==> config.mk <==
export PLATFORM = sky130hd
export DESIGN_NAME = tpd_front
export DESIGN_NICKNAME = d
export VERILOG_FILES = /design/src/rtl/core/tpd_pkg.sv /design/src/rtl/core/tpd_front.sv
export SDC_FILE = /design/constraint.sdc
export NUM_CORES = 2
export LEC_CHECK = 0
export ABC_AREA = 0
export ABC_CLOCK_PERIOD_IN_PS = 10300
export BUFFER_PORTS_ARGS = -buffer_cell sky130_fd_sc_hd__buf_2
export CELL_PAD_IN_SITES_DETAIL_PLACEMENT = 0
export CELL_PAD_IN_SITES_GLOBAL_PLACEMENT = 2
export CORE_ASPECT_RATIO = 1.4
export CORE_MARGIN = 10
export CORE_UTILIZATION = 43
export CTS_BUF_LIST = sky130_fd_sc_hd__clkbuf_8 sky130_fd_sc_hd__clkbuf_16
export CTS_CLUSTER_SIZE = 10
export DETAILED_ROUTE_END_ITERATION = 10
export GPL_TIMING_DRIVEN = 0
export PLACE_DENSITY = 0.95
export SLEW_MARGIN = 20
export SYNTH_ARGS = -nofsm -noshare
export SYNTH_HDL_FRONTEND = slang
export SYNTH_SLANG_ARGS = --single-unit
==> constraint.sdc <==
create_clock -name clk -period 10.3 [get_ports clk]
set_input_delay 2.06 -clock clk [delete_from_list [all_inputs] [get_ports clk]]
set_output_delay 2.06 -clock clk [all_outputs]
set_load 0.02 [all_outputs]
==> src/rtl/core/tpd_pkg.sv <==
`timescale 1ns / 1ps
`default_nettype none

package tpd_pkg;

	localparam int MAX_BINS   = 16384;
	localparam int AMP_BITS   = 16;
	localparam int BIN_W      = 14;
	localparam int BC_W       = 15;
	localparam int THR_W      = 16;
	localparam int HZ_W       = 24;
	localparam int FREQ_W     = 26;
	localparam int M1_W       = 44;
	localparam int M2_W       = 58;
	localparam int CFG_W      = 24;
	localparam int CFG_IDX_W  = 3;

	localparam int QUEUE_DEPTH = 4;
	localparam int QPTR_W      = 2;
	localparam int QCNT_W      = 3;

	localparam logic [CFG_IDX_W-1:0] CFG_BIN_COUNT  = 3'd0;
	localparam logic [CFG_IDX_W-1:0] CFG_LOW_BIN    = 3'd1;
	localparam logic [CFG_IDX_W-1:0] CFG_PEAK_START = 3'd2;
	localparam logic [CFG_IDX_W-1:0] CFG_HIGH_BIN   = 3'd3;
	localparam logic [CFG_IDX_W-1:0] CFG_THRESHOLD  = 3'd4;
	localparam logic [CFG_IDX_W-1:0] CFG_HZ_PER_BIN = 3'd5;

	typedef struct packed {
		logic [BC_W-1:0]  bin_count;
		logic [BIN_W-1:0] low_bin;
		logic [BIN_W-1:0] peak_start_bin;
		logic [BIN_W-1:0] high_bin;
		logic [THR_W-1:0] threshold_q16;
		logic [HZ_W-1:0]  hz_per_bin_q16;
	} cfg_t;

	// one finished frame, front to back
	typedef struct packed {
		logic [M1_W-1:0]  m1;
		logic [M2_W-1:0]  m2;
		logic             has_peak;
		logic [BIN_W-1:0] pbin;
	} frame_t;

endpackage

`default_nettype wire

==> src/rtl/core/tpd_front.sv <==
`timescale 1ns / 1ps
`default_nettype none

module tpd_front (
	input  wire logic                       clk,
	input  wire logic                       arst_n,
	input  wire tpd_pkg::cfg_t              cfg,
	input  wire logic                       bin_valid,
	output logic                            bin_stall,
	input  wire logic [15:0]                amplitude,
	input  wire logic                       last,
	input  wire logic [tpd_pkg::QCNT_W-1:0] queue_count,
	output logic                            push,
	output tpd_pkg::frame_t                 push_frame
);
	import tpd_pkg::*;

	logic                bin_accept;
	logic [BIN_W-1:0]    bin_idx_q;
	logic [AMP_BITS-1:0] amp_in;

	logic                v_s1, last_s1, mom_s1, pk_s1;
	logic [AMP_BITS-1:0] a_s1;
	logic [BIN_W-1:0]    q_s1;

	logic                v_s2, last_s2, has_s2;
	logic [29:0]         p1_s2;
	logic [BIN_W-1:0]    q_s2, pbin_s2;

	logic                v_s3, last_s3, has_s3;
	logic [29:0]         p1_s3;
	logic [M1_W-1:0]     p2_s3;
	logic [BIN_W-1:0]    pbin_s3;

	logic [AMP_BITS-1:0] pk_val_q;
	logic [BIN_W-1:0]    pk_idx_q;
	logic [AMP_BITS-1:0] pk_val_cur;
	logic [BIN_W-1:0]    pk_idx_cur;

	logic [M1_W-1:0]     m1_q, m1_next;
	logic [M2_W-1:0]     m2_q, m2_next;
	logic [QCNT_W:0]     lasts_in_flight;
	logic [QCNT_W:0]     committed;

	assign amp_in = amplitude[AMP_BITS-1:0];

	// reserve a queue slot for every frame end still in the pipe
	assign lasts_in_flight = (QCNT_W+1)'(v_s1 & last_s1) + (QCNT_W+1)'(v_s2 & last_s2)
		+ (QCNT_W+1)'(v_s3 & last_s3);
	assign committed  = {1'b0, queue_count} + lasts_in_flight;
	assign bin_stall  = committed >= (QCNT_W+1)'(QUEUE_DEPTH);
	assign bin_accept = bin_valid & ~bin_stall;

	always_ff @(posedge clk or negedge arst_n) begin
		if (!arst_n) begin
			bin_idx_q <= '0;
		end else if (bin_accept) begin
			if (last || bin_idx_q == BIN_W'(MAX_BINS - 1))
				bin_idx_q <= '0;
			else
				bin_idx_q <= bin_idx_q + 1'b1;
		end
	end

	// stage 1: classify
	always_ff @(posedge clk or negedge arst_n) begin
		if (!arst_n) begin
			v_s1 <= 1'b0;
		end else begin
			v_s1 <= bin_accept;
		end
	end

	always_ff @(posedge clk) begin
		a_s1    <= amp_in;
		q_s1    <= bin_idx_q;
		last_s1 <= last;
		mom_s1  <= (bin_idx_q >= cfg.low_bin) && (bin_idx_q <= cfg.high_bin);
		pk_s1   <= (bin_idx_q >= cfg.peak_start_bin) && (bin_idx_q < cfg.high_bin);
	end

	// peak tracking on stage 1
	always_comb begin
		pk_val_cur = pk_val_q;
		pk_idx_cur = pk_idx_q;
		if (pk_s1 && a_s1 > pk_val_q) begin
			pk_val_cur = a_s1;
			pk_idx_cur = q_s1;
		end
	end

	always_ff @(posedge clk or negedge arst_n) begin
		if (!arst_n) begin
			pk_val_q <= '0;
			pk_idx_q <= '0;
		end else if (v_s1) begin
			if (last_s1) begin
				pk_val_q <= '0;
				pk_idx_q <= '0;
			end else begin
				pk_val_q <= pk_val_cur;
				pk_idx_q <= pk_idx_cur;
			end
		end
	end

	// stage 2: a*q
	always_ff @(posedge clk or negedge arst_n) begin
		if (!arst_n) begin
			v_s2 <= 1'b0;
		end else begin
			v_s2 <= v_s1;
		end
	end

	always_ff @(posedge clk) begin
		p1_s2   <= mom_s1 ? ({14'b0, a_s1} * {16'b0, q_s1}) : '0;
		q_s2    <= q_s1;
		last_s2 <= last_s1;
		has_s2  <= pk_val_cur != '0;
		pbin_s2 <= (pk_val_cur != '0) ? pk_idx_cur : '0;
	end

	// stage 3: a*q*q
	always_ff @(posedge clk or negedge arst_n) begin
		if (!arst_n) begin
			v_s3 <= 1'b0;
		end else begin
			v_s3 <= v_s2;
		end
	end

	always_ff @(posedge clk) begin
		p1_s3   <= p1_s2;
		p2_s3   <= {14'b0, p1_s2} * {30'b0, q_s2};
		last_s3 <= last_s2;
		has_s3  <= has_s2;
		pbin_s3 <= pbin_s2;
	end

	// accumulate
	assign m1_next = m1_q + {14'b0, p1_s3};
	assign m2_next = m2_q + {14'b0, p2_s3};

	always_ff @(posedge clk or negedge arst_n) begin
		if (!arst_n) begin
			m1_q <= '0;
			m2_q <= '0;
		end else if (v_s3) begin
			if (last_s3) begin
				m1_q <= '0;
				m2_q <= '0;
			end else begin
				m1_q <= m1_next;
				m2_q <= m2_next;
			end
		end
	end

	assign push                = v_s3 & last_s3;
	assign push_frame.m1       = m1_next;
	assign push_frame.m2       = m2_next;
	assign push_frame.has_peak = has_s3;
	assign push_frame.pbin     = pbin_s3;

endmodule

`default_nettype wire

==> metrics.cfg <==
[setup_path]
r2r_cells=22
cp.arrival_ns=7.95
r2r_setup_slack_ns=2.83
critPathRequiredTime_ns=10.77
crit_type=register to register
worstPathMaxFanout=10
critPathLaunchType=register
r2r_start=p1_s2[7]
endpoint_kind=register
regToRegEndpoint=p2_s3[42]

[grt]
grt_start_max_net_pins=84
grt_first_pass_wirelength_mm=166.8
use_met1_pct=24.87
gr-max-usage-layer=met2
vias_in_the_first_global_route=29690
initial_antenna_violation_count=2
groute.layer.met3.usage_pct=2.682
groute.usage.overall_pct=22.12
globalRouteMet2Util_pct=40.38
grt-ovfl-total=0

[hold_path]
worst_hold_path_type=register to register
hold_path_depth=0
holdCritStartpoint=pbin_s2[7]
min_to=pbin_s3[7]

[yosys]
netlist.area_leader.share_pct=27.68
synth.top_cells.by_area=sky130_fd_sc_hd__fa_1 (28%), sky130_fd_sc_hd__ha_1 (12%), sky130_fd_sc_hd__dfrtp_1 (10%)
post_synthesis_cell_area_um2=36230
synth-seq-cells=332
synthesis.area_per_instance_um2=9.282
synth_sequential_area_ratio_pct=20.40
synth_largest_area_cell=sky130_fd_sc_hd__fa_1
netlist_instances=3903
synthFlopType=sky130_fd_sc_hd__dfxtp_1
edff_count_synth=0
synth_cell_type_count=86
ys_async_sr_fraction_pct=44.88
synth.net_count=4860
yosysWarnings=0

[die]
floorplan.initialDensity_pct=43.46
placement_rows=125
core_area_um2=83360
die_area_um2=96430
floorplan.die.width_um=265.3
ports_placed_on_the_boundary=239
die_height_um=363.4

[routing]
vias_per_cell=5.305
drc=0
initialDrtViolationCount=1557
routed_wirelength_mm=106.9
via_count=27820
first_pass_iters=7
detail_route.wl_per_cell_um=20.39
detail-route-antenna-nets=0

[job]
max_cap_violations=0

[place]
postPlaceCellArea_um2=38530
finalWeightedCongestion=0.9513
pre_cts_ws_ns=2.754
dp.final_hpwl_mm=86.85
io_buffer_count=183
dp.cells=5166

[timing]
final-hold-violation-count=0
fin_crit_sh_pct=72.57
rsz0062_at_grt=no
setup_viol_count_final=0
tns_setup_ns=0
fin_worst_skew_ns=0.02568
fmax_ghz=0.1338
layout_setup_ws_ns=2.826
hold-worst-slack_ns=0.3190
tightest_slew_ns=1.107
slew_headroom_pct=25.92
timing.final.max_slew_violations=0
final_critical_path_required_period_ns=7.474

[finish]
post_route_cells_drive_above_1_share_pct=6.990
finish.cell_count_without_fillers=5244
areaGrowthSynthToFinish_pct=9.981
fin_nets=5088
layout.cells.most_common=sky130_fd_sc_hd__inv_1
final_area_um2=39840
layout_common_cells=sky130_fd_sc_hd__inv_1 (648), sky130_fd_sc_hd__fa_1 (501), sky130_fd_sc_hd__nand2_1 (488)

[cts]
cts-root-to-sink-buffers=3
tritoncts=yes
total_cts_buffers=42
cts.repair.resized=0
root_buffer=sky130_fd_sc_hd__clkbuf_16
cts.htree.levels=2
clock-sinks=332
worstSkewPairLatency_ns=0.59
post_cts.repair.setup_buffers=0
cts.hold.buffers_added=0
clkTransAtPathRegs_ns=0.06

[power_and_ir_drop]
p_leak_nw=20.36
ir_drop_uv=121.8
pwr_density_cell_nw_per_um2=76.58

[outcome]
outcome=finished clean

## per-stage QoR
| stage | total power, mW | util (%) |
|---|---|---|
| after CTS | 3.098 | 47.79 |
| after detailed placement | 1.684 | 46.22 |
| final | 3.051 | 47.80 |
| after global placement | 1.678 | 46.18 |
| after global routing | 3.186 | 47.79 |
| after floorplan | 1.548 | - |
## cell families (layout without fill, tap and decap cells)
| logic type | after synthesis | in the layout | synth area share (%) |
|---|---|---|---|
| AOI/OAI and AO/OA | 594 | 594 | 11.65 |
| xor gates and xnor gates | 168 | 168 | 4.061 |
| adders and majority gates | 837 | 837 | 39.29 |
| buffers and inverters | 799 | 1059 | 8.323 |
| DFF | 332 | 332 | 20.40 |
| muxes | 31 | 31 | 0.8565 |
| other | 0 | 2 | 0 |
| and+or+nand+nor | 1142 | 1142 | 15.42 |
## layer usage
layer,routed length [um],vias to the layer above
met5,0,-
met4,6019,0
met3,4524,244
met2,54990,729
met1,41400,13860
li1,-,12990
## synth_stat cells (all sizes together) (22+ instances only)
| master | count |
|---|---|
| nor2 | 138 |
| xnor2 | 105 |
| and2 | 283 |
| inv | 626 |
| o21a | 22 |
| nor3 | 27 |
| fa | 501 |
| nand3 | 37 |
| a21o | 89 |
| mux2i | 31 |
| ha | 336 |
| nand2 | 489 |
| dfxtp | 183 |
| nand4 | 46 |
| and3 | 33 |
| clkbuf | 159 |
| dfrtp | 149 |
| a21oi | 143 |
| nor2b | 35 |
| a22o | 96 |
| o21ai | 93 |
| xor2 | 63 |
## layout make-up
cell class	instances	area [um2]
repair buffers	184	953.4
fillers	8178	43520
clock buffers	46	1106
flip-flops and latches	332	7392
multi-input cells	2772	25820
diodes	2	5.005
inverters	626	2350
plain buffers	173	665.6
clock inverters	30	201.4
well taps	1079	1350
## critical path, cell delays in order (launching register included)
cell,delay (ns)
sky130_fd_sc_hd__dfxtp_1,0.71
sky130_fd_sc_hd__clkbuf_1,0.54
sky130_fd_sc_hd__nand2_1,0.16
sky130_fd_sc_hd__fa_1,0.61
sky130_fd_sc_hd__fa_1,0.47
sky130_fd_sc_hd__fa_1,0.55
sky130_fd_sc_hd__inv_1,0.05
sky130_fd_sc_hd__fa_1,0.44
sky130_fd_sc_hd__fa_1,0.50
sky130_fd_sc_hd__inv_1,0.05
sky130_fd_sc_hd__fa_1,0.49
sky130_fd_sc_hd__inv_1,0.05
sky130_fd_sc_hd__ha_1,0.35
sky130_fd_sc_hd__a21oi_1,0.22
sky130_fd_sc_hd__o211ai_1,0.18
sky130_fd_sc_hd__or2_2,0.33
sky130_fd_sc_hd__o21ai_1,0.23
sky130_fd_sc_hd__a41oi_1,0.25
sky130_fd_sc_hd__a41o_1,0.38
sky130_fd_sc_hd__a2111oi_0,0.43
sky130_fd_sc_hd__nor2_1,0.15
sky130_fd_sc_hd__mux2i_1,0.17
sky130_fd_sc_hd__nand2_1,0.06
## report_power, final
part | internal, mW | switching (mW)
logic | 0.108 | 0.204
clock network | 0.798 | 0.597
registers | 1.31 | 0.0358
total | 2.21 | 0.836
## flip-flops by register name, summed over array words and instances, names as in the netlist, 16 cells and up
signal,count
p1_s3,30
pk_val_q,16
p2_s3,44
a_s1,16
p1_s2,30
m2_q,58
m1_q,44
## how the worst max path moves through the flow
stage	slack, ns	end	start
floorplan	4.07	p1_s2[28]	q_s1[2]
global placement	2.72	p2_s3[42]	p1_s2[7]
detailed placement	2.75	p2_s3[42]	p1_s2[7]
CTS	2.75	p2_s3[42]	p1_s2[7]
global route	2.44	p2_s3[42]	p1_s2[7]
finish	2.83	p2_s3[42]	p1_s2[7]
(Power assumes the default switching activity.)
