`src/rtl/core/tpd_pkg.sv`:
```
`timescale 1ns / 1ps
`default_nettype none

package tpd_pkg;

	localparam int MAX_BINS   = 16384;
	localparam int AMP_BITS   = 16;
	localparam int BIN_W      = 14;
	localparam int BC_W       = 15;
	localparam int THR_W      = 16;
	localparam int HZ_W       = 24;
	localparam int FREQ_W     = 26;
	localparam int M1_W       = 44;
	localparam int M2_W       = 58;
	localparam int CFG_W      = 24;
	localparam int CFG_IDX_W  = 3;

	localparam int QUEUE_DEPTH = 4;
	localparam int QPTR_W      = 2;
	localparam int QCNT_W      = 3;

	localparam logic [CFG_IDX_W-1:0] CFG_BIN_COUNT  = 3'd0;
	localparam logic [CFG_IDX_W-1:0] CFG_LOW_BIN    = 3'd1;
	localparam logic [CFG_IDX_W-1:0] CFG_PEAK_START = 3'd2;
	localparam logic [CFG_IDX_W-1:0] CFG_HIGH_BIN   = 3'd3;
	localparam logic [CFG_IDX_W-1:0] CFG_THRESHOLD  = 3'd4;
	localparam logic [CFG_IDX_W-1:0] CFG_HZ_PER_BIN = 3'd5;

	typedef struct packed {
		logic [BC_W-1:0]  bin_count;
		logic [BIN_W-1:0] low_bin;
		logic [BIN_W-1:0] peak_start_bin;
		logic [BIN_W-1:0] high_bin;
		logic [THR_W-1:0] threshold_q16;
		logic [HZ_W-1:0]  hz_per_bin_q16;
	} cfg_t;

	// one finished frame, front to back
	typedef struct packed {
		logic [M1_W-1:0]  m1;
		logic [M2_W-1:0]  m2;
		logic             has_peak;
		logic [BIN_W-1:0] pbin;
	} frame_t;

endpackage

`default_nettype wire

```
`src/rtl/core/tpd_queue.sv`:
```
`timescale 1ns / 1ps
`default_nettype none

module tpd_queue (
	input  wire logic                       clk,
	input  wire logic                       arst_n,
	input  wire logic                       push,
	input  wire tpd_pkg::frame_t            push_frame,
	input  wire logic                       pop,
	output tpd_pkg::frame_t                 head,
	output logic                            empty,
	output logic [tpd_pkg::QCNT_W-1:0]      count
);
	import tpd_pkg::*;

	frame_t            mem_q [QUEUE_DEPTH];
	logic [QPTR_W-1:0] wr_ptr_q, rd_ptr_q;
	logic [QCNT_W-1:0] count_q;

	always_ff @(posedge clk) begin
		if (push)
			mem_q[wr_ptr_q] <= push_frame;
	end

	always_ff @(posedge clk or negedge arst_n) begin
		if (!arst_n) begin
			wr_ptr_q <= '0;
			rd_ptr_q <= '0;
			count_q  <= '0;
		end else begin
			if (push)
				wr_ptr_q <= wr_ptr_q + 1'b1;
			if (pop)
				rd_ptr_q <= rd_ptr_q + 1'b1;
			if (push && !pop)
				count_q <= count_q + 1'b1;
			else if (pop && !push)
				count_q <= count_q - 1'b1;
		end
	end

	assign head  = mem_q[rd_ptr_q];
	assign empty = count_q == '0;
	assign count = count_q;

	a_no_overflow: assert property (@(posedge clk) disable iff (!arst_n)
		push |-> (count_q < QCNT_W'(QUEUE_DEPTH)) || pop)
		else $error("frame queue overflow");

	a_no_underflow: assert property (@(posedge clk) disable iff (!arst_n)
		pop |-> count_q != '0)
		else $error("frame queue underflow");

endmodule

`default_nettype wire

```
`config.mk`:
```
export PLATFORM = sky130hd
export DESIGN_NAME = tpd_queue
export DESIGN_NICKNAME = d
export VERILOG_FILES = /design/src/rtl/core/tpd_pkg.sv /design/src/rtl/core/tpd_queue.sv
export SDC_FILE = /design/constraint.sdc
export NUM_CORES = 1
export LEC_CHECK = 0
export BUFFER_PORTS_ARGS = -buffer_cell sky130_fd_sc_hd__buf_4
export CAP_MARGIN = 10
export CORE_MARGIN = 10
export CORE_UTILIZATION = 40
export DETAILED_ROUTE_END_ITERATION = 8
export PLACE_DENSITY = 0.61
export SYNTH_ARGS = -nofsm -noshare
export SYNTH_HDL_FRONTEND = slang
export SYNTH_SLANG_ARGS = --single-unit
```
`constraint.sdc`:
```
create_clock -name clk -period 4.4 [get_ports clk]
set_clock_uncertainty 0.15 [all_clocks]
set_input_delay 0.88 -clock clk [delete_from_list [all_inputs] [get_ports clk]]
set_output_delay 0.88 -clock clk [all_outputs]
set_load 0.02 [all_outputs]
```
==> flow_metrics.py, run 1 <==
metrics = {
    "status": {
        "status": "finished, final reports clean",
    },
    "layout": {
        "antennaDiodeCount": 0,
        "syn_to_final_growth_pct": 23.2,
        "nFillCells": 3476,
        "drive_gt1_frac": 0.459,
        "finalNonFillerCells": 1550,
        "nets": 1056,
    },
    "clock_tree": {
        "clk_latency_ns": 0.56,
        "post-cts-setup-buffer-count": 0,
        "post_cts_resized": 0,
        "cts_hold_buf": 1,
        "root_buffer": "clkbuf_16",
        "cts_sinks": 475,
        "clk_pin_slew_ns": 0.06,
        "numCtsBuffers": 48,
        "h-tree-depth": 2,
        "cts_tree": "done",
        "clk_path_buf_depth": 3,
    },
    "sta": {
        "fmax_mhz": 281,
        "period_needed_ns": 3.55,
        "hold_viol_final": 0,
        "hold_slack_ns": 0.350,
        "drv_slew": 0,
        "finalSetupTns_ns": 0,
        "timing.final.crit_share": 0.808,
        "worst_slew_pin_slew_ns": 0.965,
        "relSlewSlack": 0.356,
        "setup_viol_count_final": 0,
        "rsz0062_at_grt": "false",
    },
    "critical_path": {
        "cp_common_cell": "buf_4",
        "max_stage_delay_ns": 0.75,
        "crit_family": "flip-flops",
        "end_kind": "primary output",
        "worst-path-stages": 4,
        "crit_buf_inv": 3,
        "cp_max_fo": 22,
        "timing.rr.end": "mem_q[0][21]$_DFFE_PP_",
        "startpoint_type": "register",
        "reg2reg_slack_ns": 2.14,
        "worstRegToRegCells": 4,
        "path_class": "reg -> out",
        "critPathSlowestCell": "dfrtp_4",
        "crit_chain": "buf_12, buf_4, mux4_2, buf_4",
        "r2r_start": "wr_ptr_q[0]$_DFFE_PN0P_",
        "required_ns": 3.37,
        "cp.arrival_ns": 2.52,
    },
    "logic_synthesis": {
        "mappedNetlistArea_mm2": 0.0174,
        "synth_area_leader_cell": "edfxtp_1",
        "syn_inst": 644,
        "synth_ff_type": "edfxtp_1",
        "syn_nets": 771,
        "synth-seq-cells": 475,
        "synth_area_leaders": "edfxtp_1 (81%), mux4_2 (15%), buf_12 (1.2%)",
        "synth-edff-count": 468,
        "synthTopCellsByCount": "edfxtp_1 (468), mux4_2 (117), buf_12 (10)",
        "synthArstFlopShare": 0.0147,
        "yosysMostFrequentCell": "edfxtp_1",
        "yosysUniqueCellTypes": 19,
        "synth.avg_cell_area_um2": 27.0,
        "yosysSeqAreaShare": 0.819,
        "synth_top_area_share": 0.809,
        "yosysWarnings": 0,
    },
    "detailed_routing": {
        "wl_per_cell_um": 22.4,
        "first_pass_iters": 4,
        "drt_iter0_drc": 570,
        "viasPerCell": 4.92,
        "antenna_left": 0,
        "via_count": 7628,
        "wl_mm": 34.8,
        "drc_errors": 0,
    },
    "floorplanning": {
        "die_y_um": 228,
        "num_io_pins": 242,
        "die_w_um": 228,
        "coreArea_mm2": 0.0430,
        "num_rows": 76,
        "initial_core_util": 0.404,
        "dieArea_mm2": 0.0521,
    },
    "power_and_ir_drop": {
        "ir_worst_vdd_v": 0.000418,
        "pwr_density_cell_mw_per_mm2": 704,
        "p_leak_nw": 7.26,
        "report.power.total_mw": 15.1,
    },
    "global_route": {
        "grt_util_all_layers": 0.133,
        "antenna_found_initial": 0,
        "overflow": 0,
        "grt_max_degree": 60,
        "grt_pass1_wl_mm": 53.2,
        "grt_pass1_vias": 8400,
    },
    "hold_path": {
        "whs_endpoint": "count[2]$_DFFE_PN0P_",
        "min_delay_path_depth": 1,
        "hp-start": "count[2]$_DFFE_PN0P_",
        "min_path_type": "reg -> reg",
    },
    "placed_design": {
        "io_buffers": 241,
        "dp_hpwl_mm": 21.8,
        "gp_congestion": 0.691,
        "dp_cells": 1463,
    },
    "run": {
        "cap_viol_max_count": 0,
    },
}
[layout by cell type, fill, tap and decap left out]
cell type        n
o21ai_0          1
clkbuf_8         2
clkbuf_16       49
nor2_1           1
clkinvlp_4       1
buf_12           9
dlygate4sd3_1    1
nor3_1           1
clkinv_1        14
bufinv_16        4
fa_1             1
mux2_2           1
xor2_1           4
mux4_2         117
buf_4          251
ha_1             5
and2_4           4
dfrtp_1          5
dfrtp_4          2
edfxtp_1       468
inv_1            4
nand2_1          2
xnor2_1          2
clkbuf_1        13
clkinv_2         3
[layer usage]
metal	part of all wire	GRT usage
met5	0	0
met4	0.021	0.0469
met3	0.068	0.0429
met2	0.50	0.216
met1	0.41	0.167
[sequential cells by signal, indices dropped and copies added, names as in the netlist]
register,flops
mem_q,468
count,3
wr_ptr_q,2
rd_ptr_q,2
[metrics by stage]
stage	instance area (µm²)	setup slack [ns]	util
floorplan	17400	0.193	-
global placement	19900	1.34	0.463
detailed placement	19900	1.35	0.463
CTS	21400	0.717	0.498
global route	21400	0.657	0.498
finish	21400	0.846	0.498
[cell families (layout without fill, tap and decap cells)]
logic type,count (synthesis),in the layout,synth area share
xor gates and xnor gates,6,6,0.00303
buffers and inverters,30,351,0.0177
DFF,475,475,0.819
and+or+nand+nor,8,8,0.00238
adders and majority gates,6,6,0.00476
muxes,118,118,0.152
AOI/OAI and AO/OA,1,1,0.000288
[cell type report]
class	instances	area, µm²	share of cell area
Clock inverter	22	195	0.00912
Timing Repair Buffer	261	2070	0.0970
Multi-Input combinational cell	139	2840	0.133
Tap cell	585	732	0.0342
Sequential cell	475	14200	0.665
Clock buffer	64	1300	0.0609
Inverter	4	15.0	0.000702
[worst max path at each step]
stage	start	slack, ns	to
after floorplan	push	0.19	mem_q[0][0]$_DFFE_PP_
after global placement	rd_ptr_q[0]$_DFFE_PN0P_	1.34	head[103]
after detailed placement	rd_ptr_q[0]$_DFFE_PN0P_	1.35	head[116]
after CTS	rd_ptr_q[0]$_DFFE_PN0P_	0.72	head[99]
after global routing	rd_ptr_q[0]$_DFFE_PN0P_	0.66	head[99]
final	rd_ptr_q[0]$_DFFE_PN0P_	0.85	head[99]
[where the power goes]
part           switching, mW  leakage, nW  internal (mW)  total [mW]
Combinational           2.75         2.16           2.27        5.02
Clock                   1.58        0.724           2.30        3.88
Sequential             0.243         4.38           5.92        6.16
Power figures use the tool's default switching activity.
==> inputs of run 2 (changes only) <==
- ABC_AREA: unset -> 1
- PLACE_DENSITY: 0.61 -> 0.63
- clock period: 4.4 -> 3.1 ns (I/O delays scaled with it)
==> run 2 against run 1 <==
  * Hold slack got worse by 0.26 ns
  * Cell count up 48%
  * Global-route usage up 0.61 points
  * Flip-flop and latch count unchanged
  * Register-to-register slack got worse by 0.99 ns
  * Via count increased by 45%
  * Final area is 7.8% higher
  * Critical path depth rose by 1
==> flow_metrics.py, run 2 <==
metrics = {
    "status": {
        "status": "finished, final reports clean",
    },
    "floorplanning": {
        "die_w_um": 237,
        "num_rows": 79,
        "num_io_pins": 242,
        "die_y_um": 237,
        "initial_core_util": 0.405,
        "coreArea_mm2": 0.0466,
        "dieArea_mm2": 0.0562,
    },
    "clock_tree": {
        "clk_path_buf_depth": 3,
        "root_buffer": "clkbuf_16",
        "cts_sinks": 475,
        "h-tree-depth": 2,
        "clk_pin_slew_ns": 0.06,
        "clk_latency_ns": 0.57,
        "cts_tree": "done",
        "post_cts_resized": 0,
        "numCtsBuffers": 49,
    },
    "global_route": {
        "grt_max_degree": 117,
        "overflow": 0,
        "antenna_found_initial": 4,
        "grt_util_all_layers": 0.139,
        "grt_pass1_wl_mm": 62.1,
        "grt_pass1_vias": 11000,
    },
    "detailed_routing": {
        "viasPerCell": 4.83,
        "wl_mm": 40.4,
        "via_count": 11100,
        "first_pass_iters": 5,
        "drc_errors": 0,
        "wl_per_cell_um": 17.6,
        "antenna_left": 0,
        "drt_iter0_drc": 670,
    },
    "power_and_ir_drop": {
        "p_comb_frac": 0.383,
        "ir_worst_vdd_v": 0.000746,
        "internal_power_mw": 15.1,
        "sequentialPowerShare": 0.372,
        "p_sw_frac": 0.359,
        "pwr_density_cell_mw_per_mm2": 1020,
        "report.power.total_mw": 23.6,
        "power.switching_mw": 8.46,
        "clockPowerShare": 0.246,
        "p_leak_nw": 9.13,
    },
    "critical_path": {
        "cp_max_fo": 64,
        "cp_common_cell": "nand2_1",
        "crit_chain": "buf_12, nand2_1, o211ai_1, nand2_1, buf_4",
        "timing.critical_path.from": "rd_ptr_q[0]$_DFFE_PN0P_",
        "path_class": "reg -> out",
        "end_kind": "primary output",
        "required_ns": 2.33,
        "startpoint_type": "register",
        "r2r_start": "wr_ptr_q[0]$_DFFE_PN0P_",
        "crit_family": "flip-flops",
        "crit_buf_inv": 2,
        "cp.arrival_ns": 2.19,
        "max_stage_delay_ns": 0.76,
        "critPathSlowestCell": "dfrtp_4",
    },
    "logic_synthesis": {
        "synth_top_area_share": 0.746,
        "mappedNetlistArea_mm2": 0.0188,
        "synth_area_leaders": "edfxtp_1 (75%), o211ai_1 (9.3%), nand2_1 (7.3%)",
        "syn_nets": 1538,
        "yosysMostFrequentCell": "edfxtp_1",
        "synthArstFlopShare": 0.0147,
        "synth.avg_cell_area_um2": 13.3,
        "synth-seq-cells": 475,
        "synth_ff_type": "edfxtp_1",
        "synth_area_leader_cell": "edfxtp_1",
        "syn_inst": 1411,
        "synth-edff-count": 468,
        "synthTopCellsByCount": "edfxtp_1 (468), nand2_1 (364), inv_1 (245)",
        "yosysWarnings": 0,
        "yosysUniqueCellTypes": 18,
        "yosysSeqAreaShare": 0.756,
    },
    "sta": {
        "setup_viol_count_final": 0,
        "drv_slew": 0,
        "timing.final.crit_share": 0.953,
        "worst_slew_pin_slew_ns": 0.642,
        "fmax_mhz": 338,
        "relSlewSlack": 0.572,
        "hold_viol_final": 0,
        "hold_slack_ns": 0.0936,
        "worst_slack_ns": 0.144,
        "period_needed_ns": 2.96,
        "finalSetupTns_ns": 0,
        "rsz0062_at_grt": "false",
    },
    "layout": {
        "nets": 1781,
        "top_register": "mem_q",
        "drive_gt1_frac": 0.206,
        "layout_common_cells": "edfxtp_1 (468), nand2_1 (360), buf_4 (250)",
        "largest_reg_flops": 468,
        "syn_to_final_growth_pct": 22.4,
        "mostFrequentLayoutCell": "edfxtp_1",
    },
    "placed_design": {
        "place_worst_setup_slack_ns": 0.640,
        "dp_hpwl_mm": 24.2,
        "io_buffers": 241,
        "gp_congestion": 0.727,
    },
    "hold_path": {
        "hp-start": "push_frame[31]",
        "min_path_type": "in -> reg",
    },
    "run": {
        "cap_viol_max_count": 0,
    },
}
[run 2: cell count changes after synthesis, sizes merged, moves of 4 or more]
cell / change
buf: +47
clkbuf: +5
and2: -4
o211ai: +234
nand2: +362
mux4: -117
inv: +242
[run 2: power groups by stage]
stage                     clock (mW)  combinational [mW]  sequential (mW)
final                           5.80                9.02             8.76
after detailed placement           0                9.16             8.93
after global placement             0                9.06             8.89
after global routing            6.20                9.88             8.86
after CTS                       5.94                9.19             8.80
after floorplan                    0                5.51             8.83
[run 2: metal layers]
layer / vias to the layer above / global-route usage / part of all wire
li1: 5397 / - / -
met1: 5370 / 0.172 / 0.42
met2: 254 / 0.233 / 0.49
met3: 68 / 0.0368 / 0.065
met4: 6 / 0.0490 / 0.025
met5: - / 0 / 0.0010
[run 2: stage by stage]
| stage | std cells | util | cell area (µm²) |
|---|---|---|---|
| detailed placement | 2208 | 0.461 | 21400 |
| finish | 2296 | 0.495 | 23100 |
| global placement | 2208 | 0.461 | 21400 |
| global route | 2296 | 0.495 | 23100 |
| CTS | 2294 | 0.495 | 23000 |
| floorplan | 1411 | - | 18900 |
[run 2: cell families after synthesis]
group / Yosys count / synth area share
adders and majority gates: 6 / 0.00438
xor gates and xnor gates: 4 / 0.00186
DFF: 475 / 0.756
and+or+nand+nor: 367 / 0.0734
AOI/OAI and AO/OA: 235 / 0.0935
buffers and inverters: 324 / 0.0713
[run 2: worst paths after layout]
path	to	slack (ns)	cells after the start
min in group asynchronous	count[0]$_DFFE_PN0P_	0.24	2
min reg2reg	wr_ptr_q[0]$_DFFE_PN0P_	0.39	1
max reg2reg	mem_q[1][52]$_DFFE_PP_	1.15	4
max	head[37]	0.14	5
max in group asynchronous	rd_ptr_q[1]$_DFFE_PN0P_	2.40	2
min	mem_q[2][31]$_DFFE_PP_	0.09	1
[run 2: repair_timing]
| item | 4_1_cts | 5_1_grt |
|---|---|---|
| endpoints found under the setup margin | 0 | 28 |
| hold buffers | 1 | 0 |
| hold endpoints to repair | 7 | 0 |
| setup buffers | 0 | 1 |
[run 2: cell type report]
| class | instances | area [µm²] |
|---|---|---|
| antenna | 1 | 2.50 |
| sequential | 475 | 14200 |
| multi-input combinational | 612 | 3270 |
| inverter | 246 | 941 |
| tap | 607 | 759 |
| clock inverter | 26 | 279 |
| timing repair buffer | 270 | 2260 |
| fill | 3938 | 23500 |
| clock buffer | 59 | 1310 |
==> inputs of run 3 (changes only) <==
- clock period: 3.1 -> 2.5 ns (I/O delays scaled with it)
==> run 3 against run 2 <==
  * Critical path type unchanged
  * Flip-flop and latch count did not move
  * Hold slack got worse by 0.0050 ns
  * Sequential power rose by 23%
  * The flow now finishes with violations (setup timing)
  * Cell count rose by 6.5%
  * Final area rose by 9.0%
==> flow_metrics.py, run 3 (synthesized netlist as in run 2, its figures left out) <==
metrics = {
    "status": {
        "status": "complete, but fails checks",
        "violations": "setup timing",
    },
    "global_route": {
        "grt-busiest-layer": "met2",
        "use_met2": 0.268,
        "use_met1": 0.198,
        "grt_pass1_vias": 12100,
        "overflow": 0,
        "met3_usage": 0.0342,
        "antenna_found_initial": 7,
        "grt_pass1_wl_mm": 69.9,
        "grt_max_degree": 69,
        "grt_util_all_layers": 0.159,
    },
    "layout": {
        "top_register": "mem_q",
        "largest_reg_flops": 468,
        "final_area_mm2": 0.0251,
        "mostFrequentLayoutCell": "edfxtp_1",
        "drive_gt1_frac": 0.203,
        "finalNonFillerCells": 2446,
        "layout_common_cells": "edfxtp_1 (468), nand2_1 (360), inv_1 (241)",
        "nets": 1921,
        "syn_to_final_growth_pct": 33.5,
        "final_util": 0.540,
    },
    "critical_path": {
        "timing.critical_path.from": "rd_ptr_q[0]$_DFFE_PN0P_",
        "required_ns": 1.85,
        "path_class": "reg -> out",
        "startpoint_type": "register",
        "worstRegToRegCells": 5,
        "reg2reg_slack_ns": 0.64,
        "timing.rr.end": "mem_q[2][64]$_DFFE_PP_",
        "cp_max_fo": 40,
        "end_kind": "primary output",
        "cp.arrival_ns": 1.98,
        "r2r_start": "wr_ptr_q[0]$_DFFE_PN0P_",
        "endpoint": "head[86]",
    },
    "detailed_routing": {
        "drc_errors": 0,
        "first_pass_iters": 4,
        "antenna_left": 0,
        "viasPerCell": 4.85,
        "via_count": 11900,
        "wl_per_cell_um": 18.6,
        "wl_mm": 45.6,
        "drt_iter0_drc": 662,
    },
    "sta": {
        "rsz0062_at_grt": "true",
        "worst_slack_ns": -0.131,
        "finalSetupTns_ns": -8.46,
        "fmax_mhz": 380,
        "hold_viol_final": 0,
        "setup_viol_count_final": 115,
        "hold_slack_ns": 0.0887,
        "worst_slew_pin_slew_ns": 0.498,
        "drv_slew": 0,
        "timing.final.crit_share": 1.05,
        "relSlewSlack": 0.668,
        "period_needed_ns": 2.63,
    },
    "clock_tree": {
        "cts_sinks": 475,
        "cts_tree": "done",
        "clk_pin_slew_ns": 0.06,
        "clk_path_buf_depth": 3,
        "h-tree-depth": 2,
        "clk_latency_ns": 0.57,
        "root_buffer": "clkbuf_16",
        "numCtsBuffers": 50,
    },
    "power_and_ir_drop": {
        "pwr_density_cell_mw_per_mm2": 1260,
        "ir_worst_vdd_v": 0.000942,
        "report.power.total_mw": 31.7,
        "p_leak_nw": 10.0,
    },
    "placed_design": {
        "dp_hpwl_mm": 24.7,
        "place_worst_setup_slack_ns": 0.402,
        "placed_area_mm2": 0.0215,
        "io_buffers": 241,
        "gp_congestion": 0.727,
        "dp_cells": 2208,
    },
    "run": {
        "cap_viol_max_count": 0,
    },
    "floorplanning": {
        "die_y_um": 237,
        "num_io_pins": 242,
        "dieArea_mm2": 0.0562,
        "num_rows": 79,
        "coreArea_mm2": 0.0466,
        "initial_core_util": 0.405,
        "die_w_um": 237,
    },
    "hold_path": {
        "min_path_type": "in -> reg",
    },
}
## run 3: cell count changes in the layout (fill, tap and decap cells not counted), sizes merged
cell / previous run / this run
dlygate4sd3: 1 / 119
buf: 269 / 285
clkbuf: 59 / 69
diode: 1 / 4
bufinv: 6 / 4
clkinv: 18 / 20
bufbuf: 0 / 1
clkinvlp: 5 / 6
inv: 243 / 244
## run 3: per-layer routing
| layer | vias to the layer above | share of wire |
|---|---|---|
| li1 | 5709 | - |
| met1 | 5764 | 0.43 |
| met2 | 291 | 0.49 |
| met3 | 82 | 0.057 |
| met4 | 8 | 0.025 |
| met5 | - | 0.0012 |
## run 3: worst min path at each step
stage,to,slack [ns],from,cells after the start
floorplan,count[0]$_DFFE_PN0P_,0.05,arst_n,0
CTS,wr_ptr_q[0]$_DFFE_PN0P_,0.05,push,2
detailed placement,count[1]$_DFFE_PN0P_,0.17,arst_n,1
finish,wr_ptr_q[0]$_DFFE_PN0P_,0.09,push,2
global route,wr_ptr_q[0]$_DFFE_PN0P_,0.08,push,2
global placement,count[1]$_DFFE_PN0P_,0.17,arst_n,1
## run 3: worst max-delay path, stage by stage, from the launching register on
cell and delay (ns):
dfrtp_4 0.53, buf_16 0.19, buf_12 0.19, o211ai_1 0.18
nand2_1 0.12, buf_4 0.18
## run 3: repair_timing
action / CTS / global route
endpoints found under the setup margin: 117 / 117
hold buffers: 119 / 0
endpoints found under the hold margin: 476 / 0
gates cloned: 11 / 4
gates resized for setup: 72 / 34
setup buffers: 7 / 2
pin swaps: 56 / 42
## run 3: area by class of cell
| cell class | count | area, µm² |
|---|---|---|
| antenna | 4 | 10.0 |
| clock buffer | 65 | 1350 |
| clock inverter | 28 | 253 |
| fill | 3741 | 21400 |
| inverter | 246 | 951 |
| multi-input combinational | 612 | 3300 |
| sequential | 475 | 14200 |
| tap | 607 | 759 |
| timing repair buffer | 409 | 4280 |
## run 3: power by group
part	switching, mW	total (mW)	internal [mW]
logic	8.07	13.7	5.62
clock network	2.96	7.18	4.23
registers	0.370	10.8	10.4
